===== config.mk =====
export PLATFORM = sky130hd
export DESIGN_NAME = sha1_hash_unit
export DESIGN_NICKNAME = d
export VERILOG_FILES = /design/src/rtl/core/sha1_pkg.sv /design/src/rtl/core/sha1_sched.sv /design/src/rtl/core/sha1_round.sv /design/src/rtl/core/sha1_ctrl.sv /design/src/rtl/core/sha1_hash_unit.sv
export SDC_FILE = /design/constraint.sdc
export NUM_CORES = 2
export LEC_CHECK = 0
export BUFFER_PORTS_ARGS = -buffer_cell sky130_fd_sc_hd__buf_4
export CAP_MARGIN = 10
export CORE_MARGIN = 2
export CORE_UTILIZATION = 58
export CTS_CLUSTER_DIAMETER = 150
export CTS_CLUSTER_SIZE = 40
export DETAILED_ROUTE_END_ITERATION = 10
export PLACE_DENSITY_LB_ADDON = 0.2
export SLEW_MARGIN = 20
export SYNTH_ARGS = -nofsm -noshare
export SYNTH_HDL_FRONTEND = slang
export SYNTH_HIERARCHICAL = 1
export SYNTH_SLANG_ARGS = --single-unit

===== constraint.sdc =====
create_clock -name clk -period 12.48 [get_ports clk]
set_clock_uncertainty 0.15 [all_clocks]
set_input_delay 0 -clock clk [delete_from_list [all_inputs] [get_ports clk]]
set_output_delay 0 -clock clk [all_outputs]
set_load 0.02 [all_outputs]

===== src/rtl/core/sha1_pkg.sv =====
// Shared constants, command struct, state codes and round helpers for the SHA-1 unit.
// Used by sha1_ctrl, sha1_sched, sha1_round and sha1_hash_unit; depends on nothing.
package sha1_pkg;

    localparam int WORD_W    = 32;
    localparam int POS_W     = 4;
    localparam int ROUND_W   = 7;
    localparam int DIGEST_IW = 3;
    localparam int COUNT_W   = 64;

    localparam logic [POS_W-1:0]     BLOCK_LAST  = 4'd15;
    localparam logic [POS_W-1:0]     LEN_HI_POS  = 4'd14;
    localparam logic [ROUND_W-1:0]   LAST_ROUND  = 7'd79;
    localparam logic [DIGEST_IW-1:0] LAST_DIGEST = 3'd4;
    localparam logic [2:0]           FULL_BYTES  = 3'd4;

    localparam logic [WORD_W-1:0] IV0 = 32'h6745_2301;
    localparam logic [WORD_W-1:0] IV1 = 32'hefcd_ab89;
    localparam logic [WORD_W-1:0] IV2 = 32'h98ba_dcfe;
    localparam logic [WORD_W-1:0] IV3 = 32'h1032_5476;
    localparam logic [WORD_W-1:0] IV4 = 32'hc3d2_e1f0;

    localparam logic [WORD_W-1:0] K0 = 32'h5a82_7999;
    localparam logic [WORD_W-1:0] K1 = 32'h6ed9_eba1;
    localparam logic [WORD_W-1:0] K2 = 32'h8f1b_bcdc;
    localparam logic [WORD_W-1:0] K3 = 32'hca62_c1d6;

    localparam logic [WORD_W-1:0] PAD_MARK = 32'h8000_0000;

    typedef enum logic [4:0] {
        S_LOAD = 5'b00001,
        S_PAD  = 5'b00010,
        S_COMP = 5'b00100,
        S_ADD  = 5'b01000,
        S_OUT  = 5'b10000
    } sha1_state_t;

    typedef struct packed {
        logic                 push;
        logic                 expand;
        logic                 init;
        logic                 step;
        logic                 add;
        logic                 load_iv;
        logic [ROUND_W-1:0]   round;
        logic [DIGEST_IW-1:0] out_sel;
    } sha1_cmd_t;

    // Final word: keep the valid high bytes and open the padding right after them.
    function automatic logic [WORD_W-1:0] last_word(input logic [WORD_W-1:0] word,
                                                    input logic [2:0] nbytes);
        logic [WORD_W-1:0] res;
        case (nbytes)
            3'd0:    res = PAD_MARK;
            3'd1:    res = {word[31:24], 8'h80, 16'h0000};
            3'd2:    res = {word[31:16], 8'h80, 8'h00};
            3'd3:    res = {word[31:8], 8'h80};
            default: res = word;
        endcase
        return res;
    endfunction

    function automatic logic [WORD_W-1:0] round_f(input logic [WORD_W-1:0] b,
                                                  input logic [WORD_W-1:0] c,
                                                  input logic [WORD_W-1:0] d,
                                                  input logic [ROUND_W-1:0] t);
        logic [WORD_W-1:0] res;
        if (t < 7'd20)
            res = (b & c) | (~b & d);
        else if (t < 7'd40)
            res = b ^ c ^ d;
        else if (t < 7'd60)
            res = (b & c) | (b & d) | (c & d);
        else
            res = b ^ c ^ d;
        return res;
    endfunction

    function automatic logic [WORD_W-1:0] round_k(input logic [ROUND_W-1:0] t);
        logic [WORD_W-1:0] res;
        if (t < 7'd20)
            res = K0;
        else if (t < 7'd40)
            res = K1;
        else if (t < 7'd60)
            res = K2;
        else
            res = K3;
        return res;
    endfunction

endpackage


===== src/rtl/core/sha1_sched.sv =====
// Sixteen-word message schedule held as a shift line with fixed taps.
// Depends on sha1_pkg for the command struct and word width.
module sha1_sched (
    input  logic                       clk,
    input  sha1_pkg::sha1_cmd_t        cmd,
    input  logic [sha1_pkg::WORD_W-1:0] push_data,
    output logic [sha1_pkg::WORD_W-1:0] sched_word
);
    import sha1_pkg::*;

    logic [WORD_W-1:0] sched_reg [16];
    logic [WORD_W-1:0] expand_word;
    logic [WORD_W-1:0] shift_in;

    // The line always holds W[t] to W[t+15], so the next expanded word uses fixed taps.
    assign expand_word = {sched_reg[13][30:0] ^ sched_reg[8][30:0] ^
                          sched_reg[2][30:0] ^ sched_reg[0][30:0],
                          sched_reg[13][31] ^ sched_reg[8][31] ^
                          sched_reg[2][31] ^ sched_reg[0][31]};
    assign shift_in   = cmd.push ? push_data : expand_word;
    assign sched_word = sched_reg[0];

    always_ff @(posedge clk)
    begin
        if (cmd.push || cmd.expand)
        begin
            for (int i = 0; i < 15; i++)
            begin
                sched_reg[i] <= sched_reg[i+1];
            end
            sched_reg[15] <= shift_in;
        end
    end

endmodule


===== src/rtl/core/sha1_round.sv =====
// Working registers, chaining words and the single SHA-1 round unit.
// Depends on sha1_pkg for constants, round helpers and the command struct.
module sha1_round (
    input  logic                        clk,
    input  logic                        rst_n,
    input  sha1_pkg::sha1_cmd_t         cmd,
    input  logic [sha1_pkg::WORD_W-1:0] sched_word,
    output logic [sha1_pkg::WORD_W-1:0] digest_word
);
    import sha1_pkg::*;

    logic [WORD_W-1:0] work_reg  [5];
    logic [WORD_W-1:0] chain_reg [5];
    logic [WORD_W-1:0] temp_next;

    assign temp_next = {work_reg[0][26:0], work_reg[0][31:27]}
                     + round_f(work_reg[1], work_reg[2], work_reg[3], cmd.round)
                     + work_reg[4] + round_k(cmd.round) + sched_word;

    always_ff @(posedge clk or negedge rst_n)
    begin
        if (!rst_n)
        begin
            chain_reg[0] <= IV0;
            chain_reg[1] <= IV1;
            chain_reg[2] <= IV2;
            chain_reg[3] <= IV3;
            chain_reg[4] <= IV4;
            for (int i = 0; i < 5; i++)
            begin
                work_reg[i] <= '0;
            end
        end
        else
        begin
            if (cmd.init)
            begin
                for (int i = 0; i < 5; i++)
                begin
                    work_reg[i] <= chain_reg[i];
                end
            end
            else if (cmd.step)
            begin
                work_reg[0] <= temp_next;
                work_reg[1] <= work_reg[0];
                work_reg[2] <= {work_reg[1][1:0], work_reg[1][31:2]};
                work_reg[3] <= work_reg[2];
                work_reg[4] <= work_reg[3];
            end

            if (cmd.load_iv)
            begin
                chain_reg[0] <= IV0;
                chain_reg[1] <= IV1;
                chain_reg[2] <= IV2;
                chain_reg[3] <= IV3;
                chain_reg[4] <= IV4;
            end
            else if (cmd.add)
            begin
                for (int i = 0; i < 5; i++)
                begin
                    chain_reg[i] <= chain_reg[i] + work_reg[i];
                end
            end
        end
    end

    always_comb
    begin
        case (cmd.out_sel)
            3'd0:    digest_word = chain_reg[0];
            3'd1:    digest_word = chain_reg[1];
            3'd2:    digest_word = chain_reg[2];
            3'd3:    digest_word = chain_reg[3];
            default: digest_word = chain_reg[4];
        endcase
    end

endmodule


===== src/rtl/core/sha1_ctrl.sv =====
// Sequencer: word intake, padding and length words, round count and digest readout.
// Depends on sha1_pkg for the state codes, command struct and padding helper.
module sha1_ctrl (
    input  logic                        clk,
    input  logic                        rst_n,
    input  logic                        message_valid,
    input  logic [31:0]                 message_word,
    input  logic [2:0]                  valid_bytes,
    input  logic                        message_end,
    input  logic                        digest_stall,
    output logic                        message_stall,
    output logic                        digest_valid,
    output logic                        digest_last,
    output sha1_pkg::sha1_cmd_t         cmd,
    output logic [sha1_pkg::WORD_W-1:0] push_data
);
    import sha1_pkg::*;

    sha1_state_t          state_reg, state_next;
    logic [POS_W-1:0]     pos_reg, pos_next;
    logic [COUNT_W-1:0]   bits_reg, bits_next;
    logic [ROUND_W-1:0]   round_reg, round_next;
    logic [DIGEST_IW-1:0] out_reg, out_next;
    logic                 pad_reg, pad_next;
    logic                 mark_reg, mark_next;
    logic                 hi_reg, hi_next;
    logic                 done_reg, done_next;
    logic [2:0]           nbytes;

    assign nbytes        = (valid_bytes > FULL_BYTES) ? FULL_BYTES : valid_bytes;
    assign message_stall = (state_reg != S_LOAD);
    assign digest_valid  = (state_reg == S_OUT);
    assign digest_last   = (out_reg == LAST_DIGEST);

    always_comb
    begin
        state_next = state_reg;
        pos_next   = pos_reg;
        bits_next  = bits_reg;
        round_next = round_reg;
        out_next   = out_reg;
        pad_next   = pad_reg;
        mark_next  = mark_reg;
        hi_next    = hi_reg;
        done_next  = done_reg;
        cmd        = '0;
        push_data  = '0;
        cmd.round   = round_reg;
        cmd.out_sel = out_reg;

        case (state_reg)
            S_LOAD:
            begin
                if (message_valid)
                begin
                    cmd.push = 1'b1;
                    if (message_end)
                    begin
                        bits_next  = bits_reg + {58'd0, nbytes, 3'b000};
                        push_data  = last_word(message_word, nbytes);
                        mark_next  = (nbytes == FULL_BYTES);
                        pad_next   = 1'b1;
                        state_next = S_PAD;
                    end
                    else
                    begin
                        bits_next = bits_reg + 64'd32;
                        push_data = message_word;
                    end
                    pos_next = pos_reg + 4'd1;
                    if (pos_reg == BLOCK_LAST)
                    begin
                        cmd.init   = 1'b1;
                        state_next = S_COMP;
                    end
                end
            end

            S_PAD:
            begin
                cmd.push = 1'b1;
                // A full final word still owes its marker word before any zeros.
                if (mark_reg)
                begin
                    push_data = PAD_MARK;
                    mark_next = 1'b0;
                end
                else if (hi_reg)
                begin
                    push_data = bits_reg[31:0];
                    done_next = 1'b1;
                end
                else if (pos_reg == LEN_HI_POS)
                begin
                    push_data = bits_reg[63:32];
                    hi_next   = 1'b1;
                end
                else
                begin
                    push_data = '0;
                end
                pos_next = pos_reg + 4'd1;
                if (pos_reg == BLOCK_LAST)
                begin
                    cmd.init   = 1'b1;
                    state_next = S_COMP;
                end
            end

            S_COMP:
            begin
                cmd.step   = 1'b1;
                cmd.expand = 1'b1;
                round_next = round_reg + 7'd1;
                if (round_reg == LAST_ROUND)
                begin
                    round_next = '0;
                    state_next = S_ADD;
                end
            end

            S_ADD:
            begin
                cmd.add = 1'b1;
                if (done_reg)
                    state_next = S_OUT;
                else if (pad_reg)
                    state_next = S_PAD;
                else
                    state_next = S_LOAD;
            end

            S_OUT:
            begin
                if (!digest_stall)
                begin
                    out_next = out_reg + 3'd1;
                    if (out_reg == LAST_DIGEST)
                    begin
                        out_next    = '0;
                        cmd.load_iv = 1'b1;
                        bits_next   = '0;
                        pos_next    = '0;
                        pad_next    = 1'b0;
                        mark_next   = 1'b0;
                        hi_next     = 1'b0;
                        done_next   = 1'b0;
                        state_next  = S_LOAD;
                    end
                end
            end

            default:
            begin
                state_next = S_LOAD;
            end
        endcase
    end

    always_ff @(posedge clk or negedge rst_n)
    begin
        if (!rst_n)
        begin
            state_reg <= S_LOAD;
            pos_reg   <= '0;
            bits_reg  <= '0;
            round_reg <= '0;
            out_reg   <= '0;
            pad_reg   <= 1'b0;
            mark_reg  <= 1'b0;
            hi_reg    <= 1'b0;
            done_reg  <= 1'b0;
        end
        else
        begin
            state_reg <= state_next;
            pos_reg   <= pos_next;
            bits_reg  <= bits_next;
            round_reg <= round_next;
            out_reg   <= out_next;
            pad_reg   <= pad_next;
            mark_reg  <= mark_next;
            hi_reg    <= hi_next;
            done_reg  <= done_next;
        end
    end

endmodule


===== src/rtl/core/sha1_hash_unit.sv =====
// Top level of the streaming SHA-1 unit: sequencer, schedule line and round unit.
// Depends on sha1_pkg, sha1_ctrl, sha1_sched and sha1_round.
//
//   channel   direction  handshake                      payload
//   message   in         message_valid / message_stall  message_word, valid_bytes, message_end
//   digest    out        digest_valid / digest_stall    digest_word, digest_last
//
// Message words are taken while message_stall is low; the sixteenth word of a block starts
// a compression (one round per cycle in the shared round unit) followed by a step that
// folds the result into the chaining words. Padding and length words are pushed one per
// cycle after the final word, pausing while a filled block is compressed, then the five
// digest words are offered one per cycle as the consumer takes them.
// message_stall is high whenever the block is compressing, padding or reading out.
// Reset is asynchronous and loads the initial chaining values; no clearing pass.
module sha1_hash_unit (
    input  logic        clk,
    input  logic        rst_n,
    input  logic        message_valid,
    output logic        message_stall,
    input  logic [31:0] message_word,
    input  logic [2:0]  valid_bytes,
    input  logic        message_end,
    output logic        digest_valid,
    input  logic        digest_stall,
    output logic [31:0] digest_word,
    output logic        digest_last
);
    import sha1_pkg::*;

    sha1_cmd_t         cmd;
    logic [WORD_W-1:0] push_data;
    logic [WORD_W-1:0] sched_word;

    sha1_ctrl u_ctrl (
        .clk           (clk),
        .rst_n         (rst_n),
        .message_valid (message_valid),
        .message_word  (message_word),
        .valid_bytes   (valid_bytes),
        .message_end   (message_end),
        .digest_stall  (digest_stall),
        .message_stall (message_stall),
        .digest_valid  (digest_valid),
        .digest_last   (digest_last),
        .cmd           (cmd),
        .push_data     (push_data)
    );

    sha1_sched u_sched (
        .clk        (clk),
        .cmd        (cmd),
        .push_data  (push_data),
        .sched_word (sched_word)
    );

    sha1_round u_round (
        .clk         (clk),
        .rst_n       (rst_n),
        .cmd         (cmd),
        .sched_word  (sched_word),
        .digest_word (digest_word)
    );

endmodule


* Word level (Yosys, flattened, before mapping) *
Memories as Yosys holds them, arrays and structs flattened.
Cells that the tools add are included.

operators by class
  add/sub/neg operators = 14
  order comparisons = 4
  eq/ne operators = 26
  multiplexer cells = 68
  bitwise operators = 17
  reduce and logical (&&, ||, !) cells = 16

operators by type and width
  operator               count
  $mux 160               4
  $mux 32                11
  $add 32x32->32         9
  $mux 64                4
  $pmux 32 s4            2
  $and 32x32->32         4
  $pmux 64 s2            1
  $or 32x32->32          3
  $xor 31x31->31         3
  $add 64x6->64          1
  $add 64x6->64 const B  1
  $pmux 32 s2            1
  $xor 32x32->32         2
  $mux 5                 8
  $not 32->32            1
  $mux 31                1
  $pmux 5 s5             1
  $mux 1                 21
  $reduce_and 5->1       3
  $lt 7x6->1 const B     2
  $eq 3x2->1 const B     4
  $mux 4                 3
  $pmux 4 s3             1
  $reduce_and 4->1       3
  other kinds (31)       51

storage, ports and cells
  bits in registers = 407
  RAM bits = 512
  input bits = 40
  output and inout bits = 35
  word-level logic and storage cells = 165
  memories kept = 1

memories
  memory             depth  bits a word  rd ports  clocked after Yosys merged registers in  write ports  RTL line          text
  u_sched.sched_reg  16     32           16        0                                        16           sha1_sched.sv:11  logic [WORD_W-1:0] sched_reg [16];

* Longest topological paths before layout *
  depth in word-level cells = 12
  gate-level depth with buffers = 23
  depth with buffers taken out = 22

* Modules after synthesis *
The synthesis kept the hierarchy.

modules (own cells, without submodules)
  module      times used  cells an instance  area an instance (um^2)  seq. area each (um^2)
  sha1_round  1           3,037              27,844.2                 8,107.8
  sha1_sched  1           712                16,844.9                 15,374.7
  sha1_ctrl   1           610                5,223.8                  2,103.3

* Least setup slack after synthesis *
No wires, ideal clock.

  path type = register to register
  start = register u_ctrl.state_reg[1]
  end = memory u_sched.sched_reg[0][0] (enable)
  setup time = 667 ps
  arrival = 7,417 ps
  required time = 11,663 ps
  slack = 4,246 ps
  stages on the path, launching flop included = 7
  path buffers = 1
  period minus slack after synthesis = 8,234 ps
  cells stage by stage = dfrtp_1 -> nor3_2 -> and2_1 -> nand2_1 -> nand2_1 -> buf_4 -> or2_2

RTL lines
  element                 RTL line          text
  from (decl)             sha1_ctrl.sv:19   sha1_state_t state_reg, state_next;
  from (signal assigned)  sha1_ctrl.sv:176  state_reg <= state_next;
  to (decl)               sha1_sched.sv:11

* Worst setup path after layout *
  start = register u_ctrl.round_reg[3]
  end = register u_round/work_reg[159] in the netlist's numbering

between the ends
  cells in the longest elaborated chain, start to end = 10
  elaborated cells on any way between the ends = 15
  classes of those cells = add/sub: 4; order compare: 3; mux: 8

RTL lines
  element                          RTL line                        text
  from (decl)                      sha1_ctrl.sv:22                 logic [ROUND_W-1:0] round_reg, round_next;
  from (signal assigned)           sha1_ctrl.sv:179                round_reg <= round_next;
  $lt 7x6->1                       sha1_pkg.sv:72, sha1_pkg.sv:85
  $mux 32                          sha1_pkg.sv:72                  else if (t < 7'd60)
  $mux 32                          sha1_pkg.sv:70                  else if (t < 7'd40)
  $mux 32                          sha1_pkg.sv:68                  if (t < 7'd20)
  $add 32x32->32                   sha1_round.sv:17                + round_f(work_reg[1], work_reg[2], work_reg[3], cmd.round)
  $add 32x32->32                   sha1_round.sv:18                + work_reg[4] + round_k(cmd.round) + sched_word;
  $add 32x32->32 (*) (2 in a row)  sha1_round.sv:18
  $mux 160 (*)                     sha1_round.sv:43                else if (cmd.step)
  $mux 160 (*)                     sha1_round.sv:36                if (cmd.init)
  to (signal, indexed assignment)  sha1_round.sv:40                work_reg[i] <= chain_reg[i];
  to (decl)                        sha1_round.sv:12                logic [WORD_W-1:0] work_reg [5];

Mark *: on every way between the ends. The rest lies on a longest branch, timed or not. The select of a mux whose other input is x is not followed.
A chain may end at the register's enable or synchronous reset.

==> flow_metrics.tcl <==
set metrics [dict create \
    setup_viol_count_final 0 \
    fin_area_sq_um 52600 \
    synth-main-ff-cell "edfxtp_1" \
    timing_hold_violations_final 0 \
    fp-row-count 107 \
    total_congestion_overflow 0 \
    drt_pass1_iterations 8 \
    worstPathBufferInverterCount 6 \
    final.min_clock_period_ns 6.74 \
    synth_cells 4359 \
    synth_fa_ha_area_share_pct 10.1 \
    synthDominantAreaCellType "edfxtp_1" \
    timing.critical_path.slowest_cell_delay_ns 0.61 \
    io_pins 75 \
    timing.critical_path.to_type "flop" \
    synthSimpleGateAreaFrac_pct 10.1 \
    cp-startpoint "u_ctrl/round_reg[3]$_DFFE_PN0P_" \
    largest_register_ff_count 512 \
    ant_nets 0 \
    clock_tree.buffer_depth 3 \
    num-nets-final 4707 \
    synthArstFlopShare_pct 44.1 \
    worst_setup_hold_path_clk_slew_ns 0.16 \
    post_synth_xor_area_fraction_pct 5.35 \
    fp.coreArea_sq_um 85300 \
    timing.slew.headroom_pct 26.1 \
    timing.hold.worst_endpoint "u_ctrl/bits_reg[5]$_DFFE_PN0P_" \
    reg2regPathDepth 23 \
    yosys.cell_types.count 108 \
    synth_top_cells_by_area "edfxtp_1 (31%), dfrtp_1 (16%), fa_1 (5.1%), ha_1 (5.0%), dfstp_2 (4.3%)" \
    avgRoutedWirePerCell_um 22.6 \
    post_drt_via_cell_ratio 6.15 \
    whs_path_depth 4 \
    fillerInstances 6827 \
    hpwlAfterDp_mm 86.9 \
    critical_path_class "reg2reg" \
    route.vias.total 33800 \
    most_common_cell_after_layout_fill_and_taps_aside "edfxtp_1" \
    die_width_um 297 \
    start_kind "flop" \
    timing_max_transition_violations_final 0 \
    max_slew.worst_pin.slew_ns 1.11 \
    crit-reg2reg-capture "u_round/work_reg[159]$_DFFE_PN0P_" \
    synth_top_family_by_area "compound AO/OA/AOI/OAI gates" \
    period_share_pct 54.0 \
    first_global_vias 32600 \
    cts_buffers 26 \
    crit_path_max_delay_family "compound AO/OA/AOI/OAI gates" \
    antenna_found_initial 0 \
    holdCritPathClass "in2reg" \
    tritoncts_num_sinks 916 \
    crit_fanout 17 \
    timing.critical_path.cells "a41oi_1 -> nand2_1 -> buf_4 -> inv_1 -> nor2_2 -> buf_4 -> inv_1 -> nor2_1 -> nor2_1 -> fa_1 -> inv_1 -> fa_1 -> inv_1 -> ha_1 -> nand2_1 -> o21ai_0 -> o41ai_1 -> a2bb2oi_1 -> nand4_1 -> a41o_1 -> a21oi_2 -> mux2i_1 -> o311ai_1" \
    area_growth_syn_to_layout_pct 5.28 \
    synth-compound-area-share_pct 12.7 \
    die_h_um 297 \
    ys.warnings.count 6 \
    hold_path_startpoint "message_end" \
    outcome "completed" \
    yosys_register_bits 916 \
    ff2ff_setup_slack_ns 5.74 \
    drive_gt1_share_pct 8.95 \
    placed_area_sq_um 51300 \
    cts-htree-levels 1 \
    syn_nets 4726 \
    synth_edf_count 512 \
    port-buffer-count 74 \
    fmaxAchievable_mhz 148 \
    finalWeightedCongestion 0.954 \
    synth_area_per_cell_sq_um 11.5 \
    ctsRootBufferMaster "clkbuf_16" \
    critical_path.most_common_cell "inv_1" \
    grt_first_pass_wirelength_mm 193 \
    post_cts.repair.setup_buffers 0 \
    groute.usage.overall_pct 28.0 \
    fp.dieArea_sq_um 88400 \
    start_util_pct 58.5 \
    grt_setup_unrepaired "no" \
    mapped_cell_area_sq_um 49900 \
    cts_tree "done" \
    worst_path_max_delay_cell "nor2_2" \
    timing.critical_path.required_ns 12.88 \
    drt_iter0_markers 3536 \
    insertion_delay_ns 0.68 \
    final_cell_mix "edfxtp_1 (512), nand2_1 (369), dfrtp_1 (320)" \
    grt_start_max_net_pins 222 \
    synth_sequential_area_ratio_pct 51.3 \
    synth.area.mux_share_pct 6.55 \
    drc 0 \
    yosys.area.top_type_share_pct 30.8 \
    detail_route.wirelength_mm 125 \
    timing.rr.start "u_ctrl/round_reg[3]$_DFFE_PN0P_" \
    worst-endpoint-arrival_ns 7.14 \
    total_negative_slack_ns 0 \
    maxCapViolCount 0 \
]
-- timing repair --
item	in CTS	in global routing
hold endpoints to repair	182	0
hold buffers	45	0
gates resized for setup	0	0
-- stage by stage --
| stage | hold slack (ns) | setup WS [ns] | instances | util (%) |
|---|---|---|---|---|
| floorplan | -0.446 | 4.25 | 4359 | - |
| CTS | 0.0972 | 5.76 | 5502 | 61.6 |
| global route | 0.162 | 5.34 | 5502 | 61.6 |
| global placement | 0.0308 | 5.96 | 5411 | 60.2 |
| detailed placement | 0.0163 | 5.74 | 5411 | 60.2 |
| finish | 0.142 | 5.74 | 5503 | 61.6 |
-- worst min-delay path, cell delays in order --
cell,delay (ns)
dlygate4sd3_1,0.53
buf_4,0.18
a21oi_1,0.14
o31ai_1,0.08
-- layout make-up --
cell class | count | area [sq um] | share of cell area (%)
sequential | 916 | 25600 | 48.7
multi-input combinational | 2971 | 22400 | 42.6
tap | 1144 | 1430 | 2.72
timing repair buffer | 149 | 1310 | 2.49
inverter | 276 | 1050 | 1.99
clock buffer | 44 | 718 | 1.37
clock inverter | 2 | 60.1 | 0.114
antenna | 1 | 2.50 | 0.00476
-- Yosys cell counts (all sizes together) (45+ instances only) --
library cell / instances
a21o: 98
a21oi: 214
buf: 72
clkbuf: 124
dfrtp: 323
dfstp: 81
edfxtp: 512
fa: 126
ha: 201
inv: 274
mux2: 45
mux2i: 204
nand2: 370
nand3: 61
nor2: 320
nor3: 70
o21ai: 355
xnor2: 240
xor2: 64
-- worst max-delay path by stage --
stage	cells after the start	to
2_1_floorplan	6	u_sched/sched_reg[0][0]$_DFFE_PP_
3_3_place_gp	23	u_round/work_reg[159]$_DFFE_PN0P_
3_5_place_dp	23	u_round/work_reg[159]$_DFFE_PN0P_
4_1_cts	23	u_round/work_reg[159]$_DFFE_PN0P_
5_1_grt	23	u_round/work_reg[159]$_DFFE_PN0P_
6_report	23	u_round/work_reg[159]$_DFFE_PN0P_
-- metal layers --
metal / vias to the layer above / part of all wire (%) / track usage [%] / wire (um)
met4: 0 / 3.1 / 7.86 / 3900
met5: - / 0 / 0 / 0
met3: 184 / 6.4 / 2.87 / 7910
met2: 1209 / 45 / 43.7 / 56200
li1: 15500 / - / - / -
met1: 16900 / 45 / 41.9 / 56600
-- logic make-up (layout without fill, tap and decap cells) --
family	after synthesis	after routing
multiplexers	281	281
adder cells (fa/ha/maj)	327	327
AO/OA/AOI/OAI	979	979
flip-flops	916	916
XOR/XNOR	304	304
other	0	1
AND/OR/NAND/NOR	1080	1080
buffers and inverters	472	471
Power is not shown: default switching activity piles up to over one toggle a cycle in this logic, so the estimate is an artifact.
